[src/rtl/assert_macros.svh]
// Assertion macros shared by the RTL of the background mask block.
// Each macro checks on the rising edge of clk_i and is disabled while rst_ni is low.
`ifndef ASSERT_MACROS_SVH
`define ASSERT_MACROS_SVH

// Same-cycle implication.
`define CCBM_ASSERT_IMPL(lbl, ante, cons, msg) \
  lbl: assert property (@(posedge clk_i) disable iff (!rst_ni) (ante) |-> (cons)) \
    else $error(msg);

// Next-cycle implication.
`define CCBM_ASSERT_NEXT(lbl, ante, cons, msg) \
  lbl: assert property (@(posedge clk_i) disable iff (!rst_ni) (ante) |=> (cons)) \
    else $error(msg);

`endif

[src/rtl/ccbm_pkg.sv]
// Shared widths, operation codes and helper functions for the background mask block.
// Has no dependencies; imported by every module of the block.
`timescale 1ns / 1ps
package ccbm_pkg;

  localparam int unsigned DIM_W = 9;   // image dimension registers
  localparam int unsigned THR_W = 12;  // distance threshold
  localparam int unsigned PIX_W = 8;   // one Lab channel
  localparam int unsigned BG_W  = 16;  // background channel, 8 fractional bits
  localparam int unsigned SR_W  = 5;   // sample square side, up to 16
  localparam int unsigned N_W   = 9;   // sample count, up to 256
  localparam int unsigned SUM_W = 16;  // channel sum over one sample square
  localparam int unsigned DVD_W = 24;  // rounded mean dividend
  localparam int unsigned ACC_W = 18;  // sum of four corner means
  localparam int unsigned SQ_W  = 34;  // squared Lab distance
  localparam int unsigned LIM_W = 32;  // squared threshold, aligned to SQ_W

  localparam logic [1:0] OP_LOAD    = 2'd0;
  localparam logic [1:0] OP_PROCESS = 2'd1;
  localparam logic [1:0] OP_READ    = 2'd2;

  localparam logic [1:0] REG_WIDTH     = 2'd0;
  localparam logic [1:0] REG_HEIGHT    = 2'd1;
  localparam logic [1:0] REG_THRESHOLD = 2'd2;

  // 5x5 elliptical structuring element, bit k of a row is column k
  localparam logic [4:0] ELLIPSE [5] = '{5'h04, 5'h1F, 5'h1F, 5'h1F, 5'h04};

  // Channel 0 is L, 1 is a, 2 is b
  function automatic logic [PIX_W-1:0] chan_of(input logic [3*PIX_W-1:0] pix,
                                               input logic [1:0] ch);
    logic [PIX_W-1:0] v;
    case (ch)
      2'd0:    v = pix[3*PIX_W-1:2*PIX_W];
      2'd1:    v = pix[2*PIX_W-1:PIX_W];
      default: v = pix[PIX_W-1:0];
    endcase
    return v;
  endfunction

endpackage

[src/rtl/ccbm_divider.sv]
// Restoring divider, one quotient bit per cycle, used for the rounded corner means.
// Depends on ccbm_pkg for DVD_W and N_W.
`timescale 1ns / 1ps
`include "assert_macros.svh"
module ccbm_divider
  import ccbm_pkg::*;
(
  input  logic             clk_i,
  input  logic             rst_ni,
  input  logic             start_i,
  input  logic [DVD_W-1:0] dividend_i,
  input  logic [N_W-1:0]   divisor_i,
  output logic             done_o,
  output logic [DVD_W-1:0] quotient_o
);

  localparam int unsigned CNT_W = $clog2(DVD_W + 1);

  logic             busy_q, done_q;
  logic [CNT_W-1:0] cnt_q;
  logic [DVD_W-1:0] dvd_q;
  logic [N_W-1:0]   rem_q, dsr_q;
  logic [N_W:0]     trial;
  logic             ge;
  logic [N_W:0]     diff;

  assign trial = {rem_q, dvd_q[DVD_W-1]};
  assign ge    = trial >= {1'b0, dsr_q};
  assign diff  = trial - {1'b0, dsr_q};

  always_ff @(posedge clk_i or negedge rst_ni) begin
    if (!rst_ni) begin
      busy_q <= 1'b0;
      done_q <= 1'b0;
      cnt_q  <= '0;
    end else begin
      done_q <= 1'b0;
      if (start_i) begin
        busy_q <= 1'b1;
        cnt_q  <= CNT_W'(DVD_W);
      end else if (busy_q) begin
        cnt_q <= cnt_q - 1'b1;
        if (cnt_q == CNT_W'(1)) begin
          busy_q <= 1'b0;
          done_q <= 1'b1;
        end
      end
    end
  end

  // Shift the quotient bits into the dividend register as it empties
  always_ff @(posedge clk_i) begin
    if (start_i) begin
      dvd_q <= dividend_i;
      dsr_q <= divisor_i;
      rem_q <= '0;
    end else if (busy_q) begin
      dvd_q <= {dvd_q[DVD_W-2:0], ge};
      rem_q <= ge ? diff[N_W-1:0] : trial[N_W-1:0];
    end
  end

  assign done_o     = done_q;
  assign quotient_o = dvd_q;

  `CCBM_ASSERT_IMPL(a_div_nonzero, busy_q, dsr_q != '0, "divider running with zero divisor")
  `CCBM_ASSERT_IMPL(a_div_no_restart, start_i, !busy_q, "divider started while busy")
  `CCBM_ASSERT_IMPL(a_div_done_idle, done_q, !busy_q && cnt_q == '0, "done while busy")

endmodule

[config.mk]
export PLATFORM = sky130hd
export DESIGN_NAME = ccbm_divider
export DESIGN_NICKNAME = d
export VERILOG_FILES = /design/src/rtl/ccbm_pkg.sv /design/src/rtl/ccbm_divider.sv
export VERILOG_INCLUDE_DIRS = /design/src /design/src/rtl
export SDC_FILE = /design/constraint.sdc
export NUM_CORES = 1
export LEC_CHECK = 0
export BUFFER_PORTS_ARGS = -buffer_cell sky130_fd_sc_hd__buf_4
export CAP_MARGIN = 40
export CORE_ASPECT_RATIO = 1.1
export CORE_MARGIN = 5
export CORE_UTILIZATION = 50
export CTS_CLUSTER_SIZE = 25
export DETAILED_ROUTE_END_ITERATION = 12
export GPL_TIMING_DRIVEN = 0
export PLACE_DENSITY = 0.75
export RECOVER_POWER = 50
export SETUP_SLACK_MARGIN = 0.5
export SLEW_MARGIN = 20
export SYNTH_ARGS = -nofsm -noshare
export SYNTH_HDL_FRONTEND = slang
export SYNTH_SLANG_ARGS = --single-unit
[constraint.sdc]
create_clock -name clk_i -period 6.55 [get_ports clk_i]
set_input_delay 0.9825 -clock clk_i [delete_from_list [all_inputs] [get_ports clk_i]]
set_output_delay 0.9825 -clock clk_i [all_outputs]
set_load 0.02 [all_outputs]
==> reports/qor_table.md <==
| Stage | Result | This run |
|:---|:---|:---|
| yosys | Synth Net Count | 246 |
| job | Number of max-capacitance violations reported | 0 |
| setup path | Required time reported for the critical path endpoint | 6490 ps |
| timing | Number of hold-slack violations in the final timing report | 0 |
| setup path | Category of the worst setup path capture point | flip-flop |
| worst hold path | Hold Crit Depth | 2 |
| setup path | Worst Path Class, Setup | in2reg |
| yosys | Dominant synthesized flop cell | sky130_fd_sc_hd__edfxtp_1 |
| timing | Fmax | 0.365 GHz |
| setup path | Critical Path Max Stage Delay | 580 ps |
| yosys | Dominant cell type by area after synthesis | sky130_fd_sc_hd__edfxtp_1 |
| route | DRC | 0 |
| placed design | Cell Area, Placed | 3040 um^2 |
| timing | Final count of pins violating max slew | 0 |
| setup path | Type of element launching the critical path | input pin |
| placed design | Routability congestion estimate | 0.829 |
| route | Post-route ant nets | 0 |
| setup path | Number of buffer and inverter instances along the worst setup path | 3 |
| timing | Final clock skew | 7.17 ps |
| yosys | Sequential share of the synthesized area | 0.536 |
| clock tree | Clk Latency, worst-skew pair | 300 ps |
| placed design | Number of I/O port buffers | 60 |
| setup path | Number of cell instances on the worst register-to-register path | 8 |
| power | Design Power | 967 uW |
| yosys | Cell types occupying the most area after synthesis | sky130_fd_sc_hd__edfxtp_1, sky130_fd_sc_hd__mux2_2, sky130_fd_sc_hd__dfxtp_1 |
| floorplanning | Area of the die | 6540 um^2 |
| grt | Vias in the first global route | 1,848 |
| cells and area | Final non-filler cell total | 324 |
| setup path | Reg-to-reg critical path endpoint | quotient_o[0] |
| floorplanning | Core area | 4930 um^2 |
| route | Routed wire length | 5060 um |
| setup path | Setup slack of the most critical reg-to-reg path | 4060 ps |
| yosys | Post-synthesis register bit count | 49 |
| yosys | Distinct cells, synth | 44 |
| floorplanning | Die Span X | 77.6 um |
| yosys | Yosys warns | 0 |
| cells and area | Area of the multi-input gates | 1080 um^2 |
| clock tree | Clock-pin slew on the worst setup and hold paths | 90 ps |
| setup path | CP Max Fanout | 24 |
| timing | Worst slew slack as a fraction of its limit | 0.629 |
| grt | Largest net degree at the start of global routing | 25 |
| timing | Clock period minus final worst setup slack | 2740 ps |
| run status | Status | finished clean |
| route | Drt initial violations | 54 |
| grt | Aggregate global routing overflow | 0 |
| clock tree | Cts bufs inserted | 5 |
| cells and area | Cell area after layout | 3020 um^2 |
| floorplanning | Rows | 27 |
| timing | Accumulated negative setup slack | 0 ps |
| timing | Worst-Margin Slew | 557 ps |
| yosys | Synthesized area | 2510 um^2 |
| yosys | Area share of the largest cell type after synthesis | 0.394 |
| power | Static leakage | 0.00122 uW |
| cells and area | Most used cells in the layout excluding fill and tap cells | sky130_fd_sc_hd__clkbuf_1, sky130_fd_sc_hd__edfxtp_1, sky130_fd_sc_hd__mux2_2, sky130_fd_sc_hd__buf_4 |
| cells and area | Relative area change from synthesis to final layout | 20.4% |
| placed design | DP Wirelength | 3810 um |
| route | Vias | 1,774 |
| yosys | Share of synthesized registers carrying an async set or reset | 0.143 |
| setup path | Family with the most delay on the worst path | buffers and inverters |
| cells and area | Area taken by flip-flops and latches | 1350 um^2 |
| cells and area | Number of inserted diodes | 0 |
| yosys | Post-synthesis area per instance | 12.7 um^2 |
| setup path | Most frequent CP cell | sky130_fd_sc_hd__clkbuf_1 |
| floorplanning | Height of the chip | 84.3 um |
| timing | Final period utilization | 0.419 |
| clock tree | Total number of clock tree sinks | 49 |
| clock tree | Post_cts resized | 0 |
| route | Via density | 5.48 |
| worst hold path | Worst hold endpoint | rem_q[2] |
| cells and area | Total number of nets in the final design | 313 |
| yosys | EDFF count, synth | 33 |
| setup path | Slowest cell on the critical path | sky130_fd_sc_hd__or2_2 |
| worst hold path | Beginning of the worst hold path | rem_q[2] |
| power | Switching component of the power | 343 uW |
| timing | Unrepaired setup endpoints after global routing | no |
| power | Peak supply drop | 0.153 mV |
| cells and area | Fraction of layout cells with a size suffix above 1 | 0.286 |
| setup path | Worst reg2reg startpoint | quotient_o[23] |
| timing | Final setup violation count | 0 |
| power | Internal Dissipation | 624 uW |
| floorplanning | Initial Utilization | 0.509 |
| clock tree | H-Tree Level Count | 2 |
| power | Share of power burned in registers | 0.437 |
| setup path | Arrival time at the worst endpoint | 2680 ps |
| yosys | Cell count after synthesis | 198 |
| grt | Antenna violations before repair | 0 |
| power | Part of the power in combinational logic | 0.380 |
| grt | Total routing resource utilization after global routing | 0.162 |
| grt | First-pass GRT wire length | 8490 um |
| power | Fraction of power spent switching nets | 0.354 |
| route | Wire length per cell | 15.6 um |
| worst hold path | Class of the worst hold path | reg2reg |
| route | Initial DRT Pass Iterations | 4 |
| clock tree | TritonCTS clock tree | done |
| placed design | Placed cells | 316 |
| setup path | List of cells traversed by the critical path | clkbuf_1 > clkbuf_1 > clkbuf_1 > or2_2 |
| clock tree | Root Driver | sky130_fd_sc_hd__clkbuf_8 |
| power | Clock network fraction of total power | 0.183 |
| clock tree | Post-CTS setup buffer count | 0 |
| clock tree | Maximum buffer depth of the clock tree | 2 |
| setup path | Total number of cells along the worst setup path | 4 |
| floorplanning | Top-level I/O count | 61 |
| cells and area | Commonest non-fill, non-tap cell in the layout | sky130_fd_sc_hd__clkbuf_1 |
| power | Total power density per cell area | 320 nW/um^2 |
| cells and area | Total of fill cells in the finished design | 434 |
| clock tree | CTS hold repair buffers | 0 |
-- Yosys cell counts, types with 3 or more instances --
cell type	instances
sky130_fd_sc_hd__a311oi_1	3
sky130_fd_sc_hd__mux2i_1	6
sky130_fd_sc_hd__nand2b_1	5
sky130_fd_sc_hd__mux2_2	25
sky130_fd_sc_hd__dfxtp_1	9
sky130_fd_sc_hd__ha_1	11
sky130_fd_sc_hd__edfxtp_1	33
sky130_fd_sc_hd__a211oi_1	5
sky130_fd_sc_hd__inv_1	14
sky130_fd_sc_hd__nand3_1	3
sky130_fd_sc_hd__nand2_1	6
sky130_fd_sc_hd__xor2_1	4
sky130_fd_sc_hd__xnor2_1	4
sky130_fd_sc_hd__a21oi_1	6
sky130_fd_sc_hd__nor2_1	14
sky130_fd_sc_hd__nor3_1	4
sky130_fd_sc_hd__dfrtp_1	7
sky130_fd_sc_hd__clkbuf_1	8
-- sequential cells by signal, indices dropped and copies added, names as in the netlist --
register / cells
rem_q: 9
busy_q: 1
cnt_q: 5
dsr_q: 9
quotient_o: 24
done_o: 1
-- worst max path at each step --
stage | from | end | slack [ps]
5_1_grt | start_i | quotient_o[0] | 3630
3_3_place_gp | start_i | quotient_o[9] | 3740
3_5_place_dp | start_i | quotient_o[19] | 3700
2_1_floorplan | quotient_o[23] | quotient_o[0] | 4150
4_1_cts | start_i | quotient_o[23] | 4040
6_report | start_i | quotient_o[19] | 3810
-- worst register-to-register path: stages, from the launching register on --
cell and delay (ps):
sky130_fd_sc_hd__edfxtp_1 430, sky130_fd_sc_hd__inv_1 80, sky130_fd_sc_hd__ha_1 150, sky130_fd_sc_hd__inv_1 50
sky130_fd_sc_hd__fa_1 410, sky130_fd_sc_hd__a211oi_2 320, sky130_fd_sc_hd__o31a_1 320, sky130_fd_sc_hd__o211ai_4 180
sky130_fd_sc_hd__mux2_2 310
-- metrics by stage --
stage | util | hold WS, ps | setup slack (ps)
2_1_floorplan | - | 463 | 4150
6_report | 0.613 | 519 | 3810
5_1_grt | 0.613 | 549 | 3630
3_5_place_dp | 0.615 | 507 | 3700
4_1_cts | 0.633 | 473 | 4040
3_3_place_gp | 0.615 | 498 | 3740
-- power by group through the flow --
stage	sequential, uW	clock [uW]	combinational, uW
after floorplan	447	0	258
after global placement	429	0	378
after detailed placement	430	0	383
after CTS	424	181	386
after global routing	430	195	404
final	422	177	367
-- layer usage --
metal / vias up / share of wire / global-route usage
met5: - / 0 / 0
met4: 0 / 0.012 / 0.0438
met3: 6 / 0.074 / 0.0676
met2: 50 / 0.49 / 0.259
met1: 847 / 0.42 / 0.201
li1: 871 / - / -
-- cells by family after synthesis --
logic type,share of synthesized area
AO/OA/AOI/OAI,0.102
adder cells (fa/ha/maj),0.0627
multiplexers,0.136
AND/OR/NAND/NOR,0.103
buffers and inverters,0.0329
XOR/XNOR,0.0279
flip-flops,0.536
-- layout make-up --
class,instances,area share
Inverter,14,0.0174
Multi-Input combinational cell,127,0.358
Clock buffer,5,0.0228
Sequential cell,49,0.445
Buffer,8,0.00993
Clock inverter,3,0.00579
Timing Repair Buffer,60,0.117
Tap cell,58,0.0240
Note: power is estimated with default switching activity, not from simulation.
